### src/hdl/bsts_pkg.sv
package bsts_pkg;

  typedef enum logic [4:0] {
    ST_START      = 5'd0,
    ST_DOTFIRST   = 5'd1,
    ST_IDENT      = 5'd2,
    ST_BLANK      = 5'd3,
    ST_QUOTE      = 5'd9,
    ST_QUOTEESC   = 5'd10,
    ST_VERBMARK   = 5'd11,
    ST_VERBATIM   = 5'd12,
    ST_BARE       = 5'd13,
    ST_ERROR      = 5'd14,
    ST_BLANKAFTER = 5'd15,
    ST_NUMBER     = 5'd16,
    ST_LOWER      = 5'd17,
    ST_SINGLE     = 5'd18
  } scan_state_t;

  localparam logic [7:0] CH_TAB    = 8'd9;
  localparam logic [7:0] CH_LF     = 8'd10;
  localparam logic [7:0] CH_CR     = 8'd13;
  localparam logic [7:0] CH_SPACE  = 8'd32;
  localparam logic [7:0] CH_DQUOTE = 8'd34;
  localparam logic [7:0] CH_AMP    = 8'd38;
  localparam logic [7:0] CH_LPAREN = 8'd40;
  localparam logic [7:0] CH_STAR   = 8'd42;
  localparam logic [7:0] CH_PLUS   = 8'd43;
  localparam logic [7:0] CH_COMMA  = 8'd44;
  localparam logic [7:0] CH_MINUS  = 8'd45;
  localparam logic [7:0] CH_DOT    = 8'd46;
  localparam logic [7:0] CH_SLASH  = 8'd47;
  localparam logic [7:0] CH_0      = 8'd48;
  localparam logic [7:0] CH_9      = 8'd57;
  localparam logic [7:0] CH_COLON  = 8'd58;
  localparam logic [7:0] CH_SEMI   = 8'd59;
  localparam logic [7:0] CH_AT     = 8'd64;
  localparam logic [7:0] CH_UA     = 8'd65;
  localparam logic [7:0] CH_UZ     = 8'd90;
  localparam logic [7:0] CH_LBRACK = 8'd91;
  localparam logic [7:0] CH_BSLASH = 8'd92;
  localparam logic [7:0] CH_RBRACK = 8'd93;
  localparam logic [7:0] CH_UNDER  = 8'd95;
  localparam logic [7:0] CH_LA     = 8'd97;
  localparam logic [7:0] CH_LZ     = 8'd122;
  localparam logic [7:0] CH_LBRACE = 8'd123;
  localparam logic [7:0] CH_RBRACE = 8'd125;

  // Outcome of one transition: where the machine goes and whether the
  // character is advanced over.
  typedef struct packed {
    scan_state_t st;
    logic        adv;
  } step_t;

  function automatic logic is_digit(input logic [7:0] c);
    return c >= CH_0 && c <= CH_9;
  endfunction

  function automatic logic is_lower(input logic [7:0] c);
    return c >= CH_LA && c <= CH_LZ;
  endfunction

  function automatic logic is_word(input logic [7:0] c);
    return is_lower(c) || (c >= CH_UA && c <= CH_UZ) || is_digit(c) ||
           c == CH_UNDER || c == CH_DOT;
  endfunction

  function automatic logic is_stop(input logic [7:0] c);
    return c == CH_CR || c == CH_LF || c == CH_LBRACK || c == CH_RBRACK ||
           c == CH_LBRACE || c == CH_RBRACE || c == CH_COLON || c == CH_AMP ||
           c == CH_SEMI || c == CH_COMMA;
  endfunction

  function automatic logic is_blank(input logic [7:0] c);
    return c == CH_TAB || c == CH_LF || c == CH_CR || c == CH_SPACE || c == CH_BSLASH;
  endfunction

endpackage

### src/hdl/bsts_if.sv
interface bsts_in_if;
  logic       valid;
  logic       ready;
  logic       op;
  logic [7:0] ch;
  logic       start_scan;
  logic       bare_wanted;
  logic       sentinel_wanted;

  modport source (output valid, op, ch, start_scan, bare_wanted, sentinel_wanted,
                  input ready);
  modport sink (input valid, op, ch, start_scan, bare_wanted, sentinel_wanted,
                output ready);
endinterface

interface bsts_out_if;
  logic valid;
  logic ready;
  logic consumed;
  logic skipped;
  logic done_res;
  logic accepted;

  modport source (output valid, consumed, skipped, done_res, accepted, input ready);
  modport sink (input valid, consumed, skipped, done_res, accepted, output ready);
endinterface

### src/hdl/bsts_step.sv
module bsts_step (
  input  bsts_pkg::scan_state_t cur,
  input  logic [7:0]            c,
  input  logic                  nnb,
  output bsts_pkg::step_t       res
);

  bsts_pkg::step_t fs;

  // Start-state decision; state holds on a terminator stop.
  always_comb begin
    fs.st  = cur;
    fs.adv = 1'b1;
    if (bsts_pkg::is_digit(c)) begin
      fs.st = bsts_pkg::ST_NUMBER;
    end else if (bsts_pkg::is_lower(c)) begin
      fs.st = bsts_pkg::ST_LOWER;
    end else if (bsts_pkg::is_word(c) && c != bsts_pkg::CH_DOT) begin
      fs.st = bsts_pkg::ST_IDENT;
    end else if (c == bsts_pkg::CH_DOT) begin
      fs.st = bsts_pkg::ST_DOTFIRST;
    end else if (bsts_pkg::is_blank(c)) begin
      fs.st = bsts_pkg::ST_BLANK;
    end else if (bsts_pkg::is_stop(c)) begin
      fs.adv = 1'b0;
    end else if (c == bsts_pkg::CH_MINUS || c == bsts_pkg::CH_LPAREN) begin
      fs.st  = nnb ? bsts_pkg::ST_SINGLE : bsts_pkg::ST_ERROR;
      fs.adv = nnb;
    end else if (c == bsts_pkg::CH_SLASH && nnb) begin
      fs.st = bsts_pkg::ST_SINGLE;
    end else if (c == bsts_pkg::CH_STAR || c == bsts_pkg::CH_SLASH ||
                 c == bsts_pkg::CH_PLUS) begin
      fs.st  = bsts_pkg::ST_ERROR;
      fs.adv = 1'b0;
    end else if (c == bsts_pkg::CH_DQUOTE) begin
      fs.st = bsts_pkg::ST_QUOTE;
    end else if (c == bsts_pkg::CH_AT) begin
      fs.st = bsts_pkg::ST_VERBMARK;
    end else begin
      fs.st = bsts_pkg::ST_BARE;
    end
  end

  always_comb begin
    res.st  = cur;
    res.adv = 1'b1;
    case (cur)
      bsts_pkg::ST_START: res = fs;
      bsts_pkg::ST_DOTFIRST: begin
        if (bsts_pkg::is_digit(c)) begin
          res.st = bsts_pkg::ST_NUMBER;
        end else if (bsts_pkg::is_word(c) && c != bsts_pkg::CH_DOT) begin
          res.st = bsts_pkg::ST_IDENT;
        end else if (c == bsts_pkg::CH_DOT) begin
          res.st = bsts_pkg::ST_BARE;
        end else if (bsts_pkg::is_stop(c)) begin
          res.st  = bsts_pkg::ST_BARE;
          res.adv = 1'b0;
        end else begin
          res.st  = bsts_pkg::ST_ERROR;
          res.adv = 1'b0;
        end
      end
      bsts_pkg::ST_LOWER: begin
        if (bsts_pkg::is_lower(c)) begin
          res.st = cur;
        end else if (c == bsts_pkg::CH_LPAREN) begin
          res.st  = bsts_pkg::ST_ERROR;
          res.adv = 1'b0;
        end else if (bsts_pkg::is_word(c)) begin
          res.st = bsts_pkg::ST_IDENT;
        end else begin
          res.st  = bsts_pkg::ST_ERROR;
          res.adv = 1'b0;
        end
      end
      bsts_pkg::ST_IDENT: begin
        if (bsts_pkg::is_word(c)) begin
          res.st = cur;
        end else if (c == bsts_pkg::CH_LPAREN) begin
          res.st = bsts_pkg::ST_BARE;
        end else if (bsts_pkg::is_stop(c)) begin
          res.adv = 1'b0;
        end else if (c == bsts_pkg::CH_SLASH || c == bsts_pkg::CH_MINUS) begin
          res.st = bsts_pkg::ST_BARE;
        end else if (bsts_pkg::is_blank(c)) begin
          res.st = bsts_pkg::ST_BLANKAFTER;
        end else begin
          res = fs;
        end
      end
      bsts_pkg::ST_NUMBER: begin
        if (bsts_pkg::is_digit(c) || c == bsts_pkg::CH_DOT) begin
          res.st = cur;
        end else if (bsts_pkg::is_word(c)) begin
          res.st = bsts_pkg::ST_IDENT;
        end else if (bsts_pkg::is_blank(c) || bsts_pkg::is_stop(c)) begin
          res.adv = 1'b0;
        end else begin
          res.st = bsts_pkg::ST_BARE;
        end
      end
      bsts_pkg::ST_BLANKAFTER: begin
        if (bsts_pkg::is_blank(c)) begin
          res.st = cur;
        end else if (bsts_pkg::is_stop(c)) begin
          res.adv = 1'b0;
        end else begin
          res.st = bsts_pkg::ST_BARE;
        end
      end
      bsts_pkg::ST_BLANK: begin
        if (bsts_pkg::is_blank(c)) begin
          res.st = cur;
        end else if (bsts_pkg::is_stop(c)) begin
          res.st  = bsts_pkg::ST_ERROR;
          res.adv = 1'b0;
        end else begin
          res = fs;
        end
      end
      bsts_pkg::ST_QUOTE: begin
        if (c == bsts_pkg::CH_DQUOTE) begin
          res.adv = 1'b0;
        end else if (c == bsts_pkg::CH_BSLASH) begin
          res.st = bsts_pkg::ST_QUOTEESC;
        end else if (c == bsts_pkg::CH_LF) begin
          res.st = bsts_pkg::ST_ERROR;
        end
      end
      bsts_pkg::ST_QUOTEESC: begin
        res.st = (c != bsts_pkg::CH_LF) ? bsts_pkg::ST_QUOTE : bsts_pkg::ST_ERROR;
      end
      bsts_pkg::ST_VERBMARK: begin
        if (c == bsts_pkg::CH_DQUOTE) begin
          res.st = bsts_pkg::ST_VERBATIM;
        end else begin
          res.adv = 1'b0;
        end
      end
      bsts_pkg::ST_VERBATIM: begin
        if (c == bsts_pkg::CH_DQUOTE) begin
          res.st = bsts_pkg::ST_VERBMARK;
        end
      end
      bsts_pkg::ST_SINGLE: begin
        if (!bsts_pkg::is_blank(c)) begin
          res.st = bsts_pkg::ST_ERROR;
        end
        res.adv = 1'b0;
      end
      bsts_pkg::ST_BARE: res.adv = !bsts_pkg::is_stop(c);
      default: begin
        res.st  = bsts_pkg::ST_ERROR;
        res.adv = 1'b0;
      end
    endcase
  end

endmodule

### src/hdl/bare_string_token_scanner.sv
// Bare-string token scanner.
// chars (sink): one request per character, or an end-of-input marker (op = 1).
//   A request with start_scan = 1 opens a new scan and is itself the first
//   character; bare_wanted and sentinel_wanted are sampled on that request.
// verdict (source): exactly one result per request, in order: consumed,
//   skipped (whitespace advanced over), done_res (scan ended here) and
//   accepted (with done_res: a bare-string token ends after the last
//   consumed character).
// Output: the result is loaded into the output register in the cycle after
//   the request is taken. Throughput: one request per cycle while verdict is
//   not stalled; the scan state is updated by a single transition in the
//   accepting cycle, so a new character may follow on every unstalled clock.
// Stall: chars.ready stays high while the output register is empty or being
//   drained; when verdict is stalled with a result held, chars.ready drops
//   and the held result stays stable until taken.
// Reset (rst, synchronous): the output register empties, the machine goes to
//   the start state and the scan is marked over, so non-start requests are
//   answered with all-zero results until a start request arrives.
module bare_string_token_scanner (
  input logic            clk,
  input logic            rst,
  bsts_in_if.sink        chars,
  bsts_out_if.source     verdict
);

  bsts_pkg::scan_state_t scan_state, scan_state_next;
  logic                  has_content, has_content_next;
  logic                  nothing_nonblank_yet, nothing_nonblank_yet_next;
  logic                  scan_over, scan_over_next;

  logic out_valid;
  logic consumed, consumed_next;
  logic skipped, skipped_next;
  logic done_res, done_res_next;
  logic accepted, accepted_next;

  logic take;

  // State as seen by this request after a possible scan restart.
  bsts_pkg::scan_state_t cur_state;
  logic                  cur_hc, cur_nnb, cur_over;
  bsts_pkg::step_t       step;

  // Take a request whenever the result slot is free or is being drained.
  assign chars.ready = !out_valid || verdict.ready;
  assign take        = chars.valid && chars.ready;

  always_comb begin
    if (chars.start_scan) begin
      cur_state = bsts_pkg::ST_START;
      cur_hc    = 1'b0;
      cur_nnb   = 1'b1;
      cur_over  = 1'b0;
    end else begin
      cur_state = scan_state;
      cur_hc    = has_content;
      cur_nnb   = nothing_nonblank_yet;
      cur_over  = scan_over;
    end
  end

  bsts_step u_step (
    .cur (cur_state),
    .c   (chars.ch),
    .nnb (cur_nnb),
    .res (step)
  );

  always_comb begin
    scan_state_next           = cur_state;
    has_content_next          = cur_hc;
    nothing_nonblank_yet_next = cur_nnb;
    scan_over_next            = cur_over;
    consumed_next             = 1'b0;
    skipped_next              = 1'b0;
    done_res_next             = 1'b0;
    accepted_next             = 1'b0;
    if (chars.start_scan && (!chars.bare_wanted || chars.sentinel_wanted)) begin
      // Refused scan: end at once with nothing consumed.
      scan_over_next = 1'b1;
      done_res_next  = 1'b1;
    end else if (cur_over) begin
      // Late request after the scan ended: drop it, answer with zeros.
    end else if (!chars.op && step.adv) begin
      // Advance over the character.
      scan_state_next  = step.st;
      has_content_next = 1'b1;
      if (step.st != bsts_pkg::ST_BLANK) begin
        nothing_nonblank_yet_next = 1'b0;
      end
      consumed_next = 1'b1;
      skipped_next  = (step.st == bsts_pkg::ST_BLANK);
    end else begin
      // Stop: on end of input the state holds, otherwise take the stop state.
      if (!chars.op) begin
        scan_state_next = step.st;
      end
      scan_over_next = 1'b1;
      done_res_next  = 1'b1;
      accepted_next  = cur_hc && (scan_state_next == bsts_pkg::ST_BARE ||
                                  scan_state_next == bsts_pkg::ST_SINGLE);
    end
  end

  always_ff @(posedge clk) begin
    if (rst) begin
      scan_state           <= bsts_pkg::ST_START;
      has_content          <= 1'b0;
      nothing_nonblank_yet <= 1'b1;
      scan_over            <= 1'b1;
    end else if (take) begin
      scan_state           <= scan_state_next;
      has_content          <= has_content_next;
      nothing_nonblank_yet <= nothing_nonblank_yet_next;
      scan_over            <= scan_over_next;
    end
  end

  // Output register: load on take, empty when drained with nothing new.
  always_ff @(posedge clk) begin
    if (rst) begin
      out_valid <= 1'b0;
    end else if (take) begin
      out_valid <= 1'b1;
    end else if (verdict.ready) begin
      out_valid <= 1'b0;
    end
  end

  always_ff @(posedge clk) begin
    if (take) begin
      consumed <= consumed_next;
      skipped  <= skipped_next;
      done_res <= done_res_next;
      accepted <= accepted_next;
    end
  end

  assign verdict.valid    = out_valid;
  assign verdict.consumed = consumed;
  assign verdict.skipped  = skipped;
  assign verdict.done_res = done_res;
  assign verdict.accepted = accepted;

endmodule

### src/flat_wrapper.sv
// flat-port wrapper written by rule: the top's interface ports become plain ports
module bare_string_token_scanner_flat 
  (clk, rst, chars_valid, chars_op, chars_ch, chars_start_scan, chars_bare_wanted, chars_sentinel_wanted, chars_ready, verdict_valid, verdict_consumed, verdict_skipped, verdict_done_res, verdict_accepted, verdict_ready);
  bsts_in_if chars_i ();
  bsts_out_if verdict_i ();
  input logic clk;
  input logic rst;
  input wire logic [$bits(chars_i.valid)-1:0] chars_valid;
  input wire logic [$bits(chars_i.op)-1:0] chars_op;
  input wire logic [$bits(chars_i.ch)-1:0] chars_ch;
  input wire logic [$bits(chars_i.start_scan)-1:0] chars_start_scan;
  input wire logic [$bits(chars_i.bare_wanted)-1:0] chars_bare_wanted;
  input wire logic [$bits(chars_i.sentinel_wanted)-1:0] chars_sentinel_wanted;
  output wire logic [$bits(chars_i.ready)-1:0] chars_ready;
  output wire logic [$bits(verdict_i.valid)-1:0] verdict_valid;
  output wire logic [$bits(verdict_i.consumed)-1:0] verdict_consumed;
  output wire logic [$bits(verdict_i.skipped)-1:0] verdict_skipped;
  output wire logic [$bits(verdict_i.done_res)-1:0] verdict_done_res;
  output wire logic [$bits(verdict_i.accepted)-1:0] verdict_accepted;
  input wire logic [$bits(verdict_i.ready)-1:0] verdict_ready;
  assign chars_i.valid = chars_valid;
  assign chars_i.op = chars_op;
  assign chars_i.ch = chars_ch;
  assign chars_i.start_scan = chars_start_scan;
  assign chars_i.bare_wanted = chars_bare_wanted;
  assign chars_i.sentinel_wanted = chars_sentinel_wanted;
  assign chars_ready = chars_i.ready;
  assign verdict_valid = verdict_i.valid;
  assign verdict_consumed = verdict_i.consumed;
  assign verdict_skipped = verdict_i.skipped;
  assign verdict_done_res = verdict_i.done_res;
  assign verdict_accepted = verdict_i.accepted;
  assign verdict_i.ready = verdict_ready;
  bare_string_token_scanner u_core (.clk(clk), .rst(rst), .chars(chars_i), .verdict(verdict_i));
endmodule
### config.mk
export PLATFORM = sky130hd
export DESIGN_NAME = bare_string_token_scanner_flat
export DESIGN_NICKNAME = d
export VERILOG_FILES = /design/src/hdl/bsts_pkg.sv /design/src/hdl/bsts_if.sv /design/src/hdl/bsts_step.sv /design/src/hdl/bare_string_token_scanner.sv /design/src/flat_wrapper.sv
export SDC_FILE = /design/constraint.sdc
export NUM_CORES = 1
export LEC_CHECK = 0
export BUFFER_PORTS_ARGS = -buffer_cell sky130_fd_sc_hd__buf_2
export CAP_MARGIN = 5
export CORE_ASPECT_RATIO = 0.5
export CORE_MARGIN = 2
export CORE_UTILIZATION = 58
export CTS_CLUSTER_SIZE = 8
export DETAILED_ROUTE_END_ITERATION = 8
export PLACE_DENSITY = 0.8
export SKIP_CTS_REPAIR_TIMING = 1
export SKIP_LAST_GASP = 1
export SYNTH_ARGS = -nofsm -noshare
export SYNTH_HDL_FRONTEND = slang
export SYNTH_SLANG_ARGS = --single-unit
export TNS_END_PERCENT = 1
### constraint.sdc
create_clock -name clk -period 3.9 [get_ports clk]
set_clock_uncertainty 0.05 [all_clocks]
set_input_delay 0.78 -clock clk [delete_from_list [all_inputs] [get_ports clk]]
set_output_delay 0.78 -clock clk [all_outputs]
set_load 0.1 [all_outputs]
==> results of run 1 <==
-- kinds of logic after synthesis --
family | synth area share [%]
compound gates | 36.16
buf+inv | 6.921
flops | 14.32
simple gates | 42.60
-- power breakdown --
group | internal (mW) | leakage [nW] | total (mW) | switching, mW
Clock | 0.0721 | 0.0228 | 0.119 | 0.0464
Sequential | 0.144 | 0.113 | 0.149 | 0.00464
Combinational | 0.0550 | 0.695 | 0.164 | 0.109
-- final cells by class --
| cell class | count | area share (%) |
|---|---|---|
| multi-input cells | 254 | 70.51 |
| flip-flops and latches | 13 | 12.82 |
| repair buffers | 41 | 10.90 |
| well taps | 51 | 2.724 |
| clock buffers | 4 | 1.923 |
| inverters | 7 | 1.122 |
-- worst max-delay path: stages --
cell	delay, ns
buf_2	0.15
buf_4	0.17
nor4_1	0.38
a32oi_1	0.14
o22ai_1	0.68
nor4_1	0.22
a22o_1	0.25
o31ai_1	0.40
and3b_1	0.23
nand4bb_1	0.13
a21oi_2	0.07
-- worst paths after layout --
kind,startpoint,to,cells past startpoint
max,chars_ch[0],u_core.verdict.accepted$_SDFFCE_PP0P_,11
min reg2reg,u_core.has_content$_SDFFE_PP0P_,u_core.has_content$_SDFFE_PP0P_,2
max reg2reg,u_core.scan_state[4]$_SDFFE_PP0P_,u_core.verdict.skipped$_SDFFCE_PP0P_,8
min,u_core.has_content$_SDFFE_PP0P_,u_core.has_content$_SDFFE_PP0P_,2
-- routing by layer --
layer	GRT usage, %	part of all wire (%)	vias up
li1	-	-	1220
met3	3.584	12	27
met5	0	0	-
met1	47.61	44	1205
met2	54.03	42	182
met4	11.04	2.4	0
-- cells in the final DEF (no fill, tap or decap), types with 7 or more instances in the layout --
| cell | instances |
|---|---|
| a21oi_1 | 18 |
| buf_2 | 21 |
| buf_4 | 20 |
| dfxtp_1 | 9 |
| inv_1 | 7 |
| nand2_1 | 21 |
| nand2b_1 | 16 |
| nor2_1 | 24 |
| nor3_1 | 17 |
| nor4_1 | 12 |
| o21ai_0 | 11 |
-- state kept, by name, indices dropped and copies added, names as in the netlist --
| register | cells |
|---|---|
| u_core.scan_state | 5 |
| u_core.has_content | 1 |
| u_core.nothing_nonblank_yet | 1 |
| u_core.scan_over | 1 |
| u_core.verdict.accepted | 1 |
| u_core.verdict.consumed | 1 |
| u_core.verdict.done_res | 1 |
| u_core.verdict.skipped | 1 |
| u_core.verdict.valid | 1 |
==> out/metrics.cfg, run 1 <==
[run_status]
status = finished, final reports clean

[timing]
worst_slew_pin_slew_ns = 0.8364
max_freq_mhz = 272.3
hold_viol = 0
setup-tns-final_ns = 0
finalCriticalPeriod_ns = 3.673
layout_setup_ws_ns = 0.2273
holdWs_ns = 0.4103
slew-limit-headroom_pct = 44.24
finalCritPeriodShare_pct = 94.17
maxSlewViolCount = 0
setup_viol = 0
grt_setup_unrepaired = false

[yosys]
ys_warn_count = 0
synth_area_leaders = dfxtp_1 8.6%, edfxtp_1 5.7%, nand2b_1 4.8%
synth_commonest_cells = 24 x nor2_1, 21 x nand2_1, 18 x a21oi_1
synth.ff_latch_count = 13
syn_area_um2 = 2097
yosysMostFrequentCell = nor2_1
yosys.area.top_type = dfxtp_1
postSynthAreaPerCell_um2 = 7.061
synthArstFlopShare_pct = 0
synth_cell_types = 75
synth_top_area_share_pct = 8.592
ys.flop_type = dfxtp_1
synth-seq-area-share_pct = 14.32
syn_inst = 297
synth_nets = 313
synth-edff-count = 4

[die]
coreArea_um2 = 3453
start_util_pct = 60.72
die_area_um2 = 4142
die_w_um = 89.04
die_height_um = 46.52
io-pin-count = 22
rows = 15

[finish]
area_growth_pct = 11.69
post-route-cell-area_um2 = 2342
nets = 336
instances_no_fill = 370
drive_gt1_share_pct = 20.38
diodes = 0
fin_util_pct = 67.83
seq_area_um2 = 300.3
fillCellCount = 309
multi_input_area_um2 = 1652

[route]
drt_first_pass_iters = 5
wl_per_cell_um = 18.70
drc = 0
via_count = 2634
antenna_left = 0
totalWireLength_um = 6920
routed_via_density = 7.119
drt_iter0_drc = 247

[global_routing]
grt_pass1_wl_um = 10520
gr-total-overflow = 0
grt_pass1_vias = 2191
grt_max_degree = 27
antenna_found_initial = 0
track_usage_pct = 33.60

[critical_path]
arrival_ns = 3.62
start_kind = input port
worstPathRequired_ns = 3.85
worstPathMaxFanout = 11
end_kind = flop
path_class = input port to flop
r2r_slack_ns = 0.58

[cts]
numCtsBuffers = 3
cts_tree = built
cts_root_buffer = clkbuf_8
htreeDepth = 1
clkLatencyLatePin_ns = 0.24
clkTransAtPathRegs_ns = 0.05
cts_sinks = 13
cts_max_path_buffers = 2

[power]
cellLeakagePower_nw = 0.8311
p_total_mw = 0.4314
power_density_nw_per_um2 = 184.2
ir_worst_vdd_v = 0.0002852

[place]
dpl_cell_area_um2 = 2297
gp_congestion = 1.059
dp_slack_ns = 0.1212
place_inst = 366
hpwl_um = 5223
io_buffers = 21

[hold_path]
min_path_type = flop to flop

[job]
max_cap_violations = 0

Note: power is estimated with default switching activity, not from simulation.
==> run 2, diff against run 1 <==
CORE_UTILIZATION = 54   (was 58)
PLACE_DENSITY = 0.75   (was 0.8)
==> out/metrics.cfg, run 2 (synthesis results as in run 1) <==
[global_routing]
grt_pass1_wl_um = 11190  ; was 10520 µm
gr-total-overflow = 0  ; unchanged
met2_usage_pct = 53.24  ; was 54.03%
grt_max_degree = 27  ; unchanged
antenna_found_initial = 0  ; unchanged
grt_pass1_vias = 2218  ; was 2191
track_usage_pct = 33.17  ; was 33.60%
top_usage_layer = met2  ; unchanged
met3_usage_pct = 5.197  ; was 3.584%
use_met1_pct = 46.75  ; was 47.61%

[cts]
numCtsBuffers = 3  ; unchanged
cts_root_buffer = clkbuf_8  ; unchanged
clkLatencyLatePin_ns = 0.24  ; about the same
cts_tree = built  ; unchanged
cts_sinks = 13  ; unchanged
cts_max_path_buffers = 2  ; unchanged
htreeDepth = 1  ; unchanged
clkTransAtPathRegs_ns = 0.05  ; about the same

[route]
via_count = 2649  ; was 2634
drc = 0  ; unchanged
routed_via_density = 7.159  ; was 7.119
totalWireLength_um = 7258  ; was 6920 µm
wl_per_cell_um = 19.62  ; was 18.70 µm
drt_iter0_drc = 361  ; was 247
drt_first_pass_iters = 5  ; unchanged
antenna_left = 0  ; unchanged

[timing]
setup-tns-final_ns = 0  ; unchanged
grt_setup_unrepaired = false  ; unchanged
maxSlewViolCount = 0  ; unchanged
worst_slew_pin_slew_ns = 0.6728  ; was 0.8364 ns
setup_viol = 0  ; unchanged
hold_viol = 0  ; unchanged
holdWs_ns = 0.4232  ; was 0.4103 ns
finalCriticalPeriod_ns = 3.536  ; was 3.673 ns
slew-limit-headroom_pct = 54.74  ; was 44.24%
finalCritPeriodShare_pct = 90.66  ; was 94.17%
max_freq_mhz = 282.8  ; was 272.3 MHz

[power]
ir_worst_vdd_v = 0.0003235  ; was 0.0002852 V
power_density_nw_per_um2 = 183.6  ; was 184.2 nW/µm²
cellLeakagePower_nw = 0.8306  ; was 0.8311 nW

[place]
gp_congestion = 1.015  ; was 1.059
place_inst = 366  ; unchanged
io_buffers = 21  ; unchanged
hpwl_um = 5447  ; was 5223 µm

[finish]
diodes = 0  ; unchanged
most-common-layout-cells = 24 x nor2_1, 21 x nand2_1, 21 x buf_2, 20 x buf_4, 18 x a21oi_1  ; unchanged
final_common_cell = nor2_1  ; unchanged
largest_reg_flops = 5  ; unchanged
fillCellCount = 333  ; was 309
area_growth_pct = 11.69  ; unchanged
instances_no_fill = 370  ; unchanged
drive_gt1_share_pct = 20.38  ; unchanged
nets = 336  ; unchanged
regMostFlops = u_core.scan_state  ; unchanged

[critical_path]
end_kind = flop  ; unchanged
r2r_slack_ns = 0.61  ; was 0.58 ns
start_kind = input port  ; unchanged
r2r_end = u_core.verdict.accepted$_SDFFCE_PP0P_  ; was u_core.verdict.skipped$_SDFFCE_PP0P_
path_class = input port to flop  ; unchanged
rr_startpoint = u_core.scan_state[4]$_SDFFE_PP0P_  ; unchanged
reg2reg_depth = 9  ; was 8
startpoint = chars_ch[0]  ; unchanged
worstPathRequired_ns = 3.95  ; was 3.85 ns
worstPathMaxFanout = 18  ; was 11
arrival_ns = 3.59  ; was 3.62 ns

[job]
max_cap_violations = 0  ; unchanged

[run_status]
status = finished, final reports clean  ; unchanged

[die]
die_area_um2 = 4428  ; was 4142 µm²
start_util_pct = 58.81  ; was 60.72%
io-pin-count = 22  ; unchanged
rows = 15  ; unchanged
die_height_um = 48.07  ; was 46.52 µm
coreArea_um2 = 3566  ; was 3453 µm²
die_w_um = 92.13  ; was 89.04 µm

[hold_path]
whs_endpoint = u_core.has_content$_SDFFE_PP0P_  ; unchanged
hold_path_depth = 2  ; unchanged
min_path_type = flop to flop  ; unchanged
holdCritStartpoint = u_core.has_content$_SDFFE_PP0P_  ; unchanged

-- run 2: cell counts in the layout (fill, tap and decap cells not counted) --
No cell type changed its count.
-- run 2: critical path: stages --
cell	delay (ns)
buf_2	0.25
nor4_1	0.10
buf_4	0.16
a32oi_1	0.26
o22ai_1	0.13
buf_4	0.21
nor4_1	0.63
a22oi_1	0.18
a41o_1	0.26
a22o_1	0.26
nand4bb_1	0.21
a21oi_2	0.15
-- run 2: through the flow --
| step | setup WS (ns) | total power, mW | cell area (µm²) | utilization [%] |
|---|---|---|---|---|
| 2_1_floorplan | 0.4065 | 0.2686 | 2097 | - |
| 3_3_place_gp | 0.2540 | 0.3077 | 2297 | 64.42 |
| 3_5_place_dp | 0.2118 | 0.3102 | 2297 | 64.42 |
| 4_1_cts | 0.4320 | 0.4275 | 2342 | 65.68 |
| 5_1_grt | 0.1788 | 0.4474 | 2342 | 65.68 |
| 6_report | 0.3641 | 0.4299 | 2342 | 65.68 |
-- run 2: where the power goes --
group / leakage (nW) / internal (mW) / switching, mW / total, mW
Sequential: 0.113 / 0.144 / 0.00390 / 0.148
Combinational: 0.695 / 0.0552 / 0.110 / 0.165
Clock: 0.0228 / 0.0719 / 0.0447 / 0.117
Total: 0.831 / 0.271 / 0.158 / 0.430
-- run 2: how the worst max path moves through the flow --
stage	endpoint	cells past startpoint
final	u_core.verdict.accepted$_SDFFCE_PP0P_	12
after detailed placement	u_core.verdict.accepted$_SDFFCE_PP0P_	10
after floorplan	u_core.verdict.skipped$_SDFFCE_PP0P_	10
after global placement	u_core.verdict.accepted$_SDFFCE_PP0P_	11
after global routing	u_core.verdict.accepted$_SDFFCE_PP0P_	11
after CTS	u_core.verdict.accepted$_SDFFCE_PP0P_	10
-- run 2: routing by layer --
metal | wire (µm) | part of all wire, % | vias to the layer above
li1 | - | - | 1216
met1 | 3142 | 43 | 1210
met2 | 3030 | 42 | 199
met3 | 917 | 13 | 24
met4 | 167 | 2.3 | 0
met5 | 0 | 0 | -
-- run 2: final cells by class --
| class | count | area, µm² | share of cell area (%) |
|---|---|---|---|
| clock buffers | 4 | 45.04 | 1.923 |
| inverters | 7 | 26.28 | 1.122 |
| multi-input cells | 254 | 1652 | 70.51 |
| flip-flops and latches | 13 | 300.3 | 12.82 |
| well taps | 51 | 63.81 | 2.724 |
| repair buffers | 41 | 255.2 | 10.90 |
==> run 3, diff against run 2 <==
CORE_ASPECT_RATIO = 0.75   (was 0.5)
PLACE_DENSITY = 0.74   (was 0.75)
SLEW_MARGIN = 0   (was default)
==> out/metrics.cfg, run 3 (synthesis results as in run 1) <==
[power]
ir_worst_vdd_v = 0.0002327  ; was 0.0003235 V
power_density_nw_per_um2 = 179.2  ; was 183.6 nW/µm²
p_total_mw = 0.4346  ; was 0.4299 mW
cellLeakagePower_nw = 0.8870  ; was 0.8306 nW

[timing]
slew-limit-headroom_pct = 59.37  ; was 54.74%
max_freq_mhz = 287.9  ; was 282.8 MHz
finalCriticalPeriod_ns = 3.474  ; was 3.536 ns
setup_viol = 0  ; unchanged
hold_viol = 0  ; unchanged
holdWs_ns = 0.4053  ; was 0.4232 ns
maxSlewViolCount = 0  ; unchanged
setup-tns-final_ns = 0  ; unchanged
finalCritPeriodShare_pct = 89.07  ; was 90.66%
grt_setup_unrepaired = false  ; unchanged
worst_slew_pin_slew_ns = 0.5941  ; was 0.6728 ns

[critical_path]
worstPathMaxFanout = 12  ; was 18
path_common_cell = buf_4
cpMaxStageDelayCell = or4_4  ; was nor4_1
max_stage_delay_ns = 0.59  ; was 0.63 ns
end_kind = flop  ; unchanged
cp_top_family = simple AND/OR/NAND/NOR gates  ; was compound AO/OA/AOI/OAI gates
critical_path_buf_inv_count = 3  ; unchanged
path_depth = 12  ; unchanged
worstPathRequired_ns = 3.84  ; was 3.95 ns
arrival_ns = 3.42  ; was 3.59 ns
reg2reg_depth = 9  ; unchanged
crit_chain = buf_2 -> or4_4 -> nor2_2 -> buf_4 -> nor3_1 -> or3_1 -> a2111oi_0 -> buf_4 -> o2111ai_1 -> and3b_1 -> nand4bb_1 -> a21oi_2  ; was buf_2 -> nor4_1 -> buf_4 -> a32oi_1 -> o22ai_1 -> buf_4 -> nor4_1 -> a22oi_1 -> a41o_1 -> a22o_1 -> nand4bb_1 -> a21oi_2
path_class = input port to flop  ; unchanged
start_kind = input port  ; unchanged

[finish]
diodes = 0  ; unchanged
largest_reg_flops = 5  ; unchanged
post-route-cell-area_um2 = 2426  ; was 2342 µm²
area_growth_pct = 15.69  ; was 11.69%
fin_util_pct = 65.84  ; was 65.68%
regMostFlops = u_core.scan_state  ; unchanged
drive_gt1_share_pct = 23.03  ; was 20.38%
fillCellCount = 348  ; was 333
nets = 347  ; was 336
final_common_cell = buf_4  ; was nor2_1
most-common-layout-cells = 31 x buf_4, 24 x nor2_1, 21 x nand2_1, 21 x buf_2, 18 x a21oi_1  ; was 24 x nor2_1, 21 x nand2_1, 21 x buf_2, 20 x buf_4, 18 x a21oi_1

[cts]
cts_max_path_buffers = 2  ; unchanged
numCtsBuffers = 3  ; unchanged
cts_sinks = 13  ; unchanged
htreeDepth = 1  ; unchanged
cts_tree = built  ; unchanged
clkLatencyLatePin_ns = 0.24  ; about the same
clkTransAtPathRegs_ns = 0.06  ; was 0.05 ns
cts_root_buffer = clkbuf_8  ; unchanged

[place]
hpwl_um = 5755  ; was 5447 µm
gp_congestion = 1.043  ; was 1.015
dpl_cell_area_um2 = 2381  ; was 2297 µm²
io_buffers = 21  ; unchanged

[global_routing]
met2_usage_pct = 47.19  ; was 53.24%
antenna_found_initial = 0  ; unchanged
grt_pass1_vias = 2248  ; was 2218
top_usage_layer = met1  ; was met2
grt_max_degree = 26  ; was 27
grt_pass1_wl_um = 11560  ; was 11190 µm
use_met1_pct = 49.57  ; was 46.75%
gr-total-overflow = 0  ; unchanged
met3_usage_pct = 9.502  ; was 5.197%
track_usage_pct = 32.60  ; was 33.17%

[route]
totalWireLength_um = 7150  ; was 7258 µm
antenna_left = 0  ; unchanged
drt_iter0_drc = 359  ; was 361
routed_via_density = 6.812  ; was 7.159
drc = 0  ; unchanged
wl_per_cell_um = 18.72  ; was 19.62 µm
via_count = 2602  ; was 2649
drt_first_pass_iters = 5  ; unchanged

[die]
die_height_um = 57.97  ; was 48.07 µm
io-pin-count = 22  ; unchanged
start_util_pct = 56.91  ; was 58.81%
die_w_um = 75.96  ; was 92.13 µm
coreArea_um2 = 3685  ; was 3566 µm²
die_area_um2 = 4403  ; was 4428 µm²
rows = 19  ; was 15

[hold_path]
hold_path_depth = 2  ; unchanged
min_path_type = flop to flop  ; unchanged

[run_status]
status = finished, final reports clean  ; unchanged

[job]
max_cap_violations = 0  ; unchanged

[run 3: layout make-up]
cell class              instances  area, µm²  area share [%]
inverters                       7      26.28           1.083
repair buffers                 52      337.8           13.92
multi-input cells             254       1652           68.08
well taps                      52      65.06           2.682
clock buffers                   4      45.04           1.857
flip-flops and latches         13      300.3           12.38
[run 3: per-layer routing]
metal	up-vias	routed length (µm)
met2	183	2822
met3	11	953
li1	1243	-
met4	0	53
met5	-	0
met1	1165	3321
[run 3: worst register-to-register path, delay by kind of cell (launching register included)]
family	cells	cell delay, ns
AO/OA/AOI/OAI	4	1.15
flip-flops	1	0.47
AND/OR/NAND/NOR	5	1.53
[run 3: worst paths after layout]
| check | startpoint | end | slack [ns] |
|---|---|---|---|
| worst max-delay path | chars_ch[0] | u_core.verdict.accepted$_SDFFCE_PP0P_ | 0.43 |
| worst min-delay path | u_core.has_content$_SDFFE_PP0P_ | u_core.has_content$_SDFFE_PP0P_ | 0.41 |
| worst max register to register | u_core.scan_state[4]$_SDFFE_PP0P_ | u_core.verdict.accepted$_SDFFCE_PP0P_ | 0.57 |
| worst min register to register | u_core.has_content$_SDFFE_PP0P_ | u_core.has_content$_SDFFE_PP0P_ | 0.41 |
[run 3: report_power, final]
group / internal (mW) / switching (mW) / leakage, nW
clock: 0.0721 / 0.0478 / 0.0228
sequential: 0.144 / 0.00470 / 0.113
combinational: 0.0569 / 0.109 / 0.751
[run 3: through the flow]
step	setup WS, ns	cells
2_1_floorplan	0.4065	297
3_3_place_gp	0.1937	378
3_5_place_dp	0.2302	378
4_1_cts	0.4603	382
5_1_grt	0.3090	382
6_report	0.4264	382
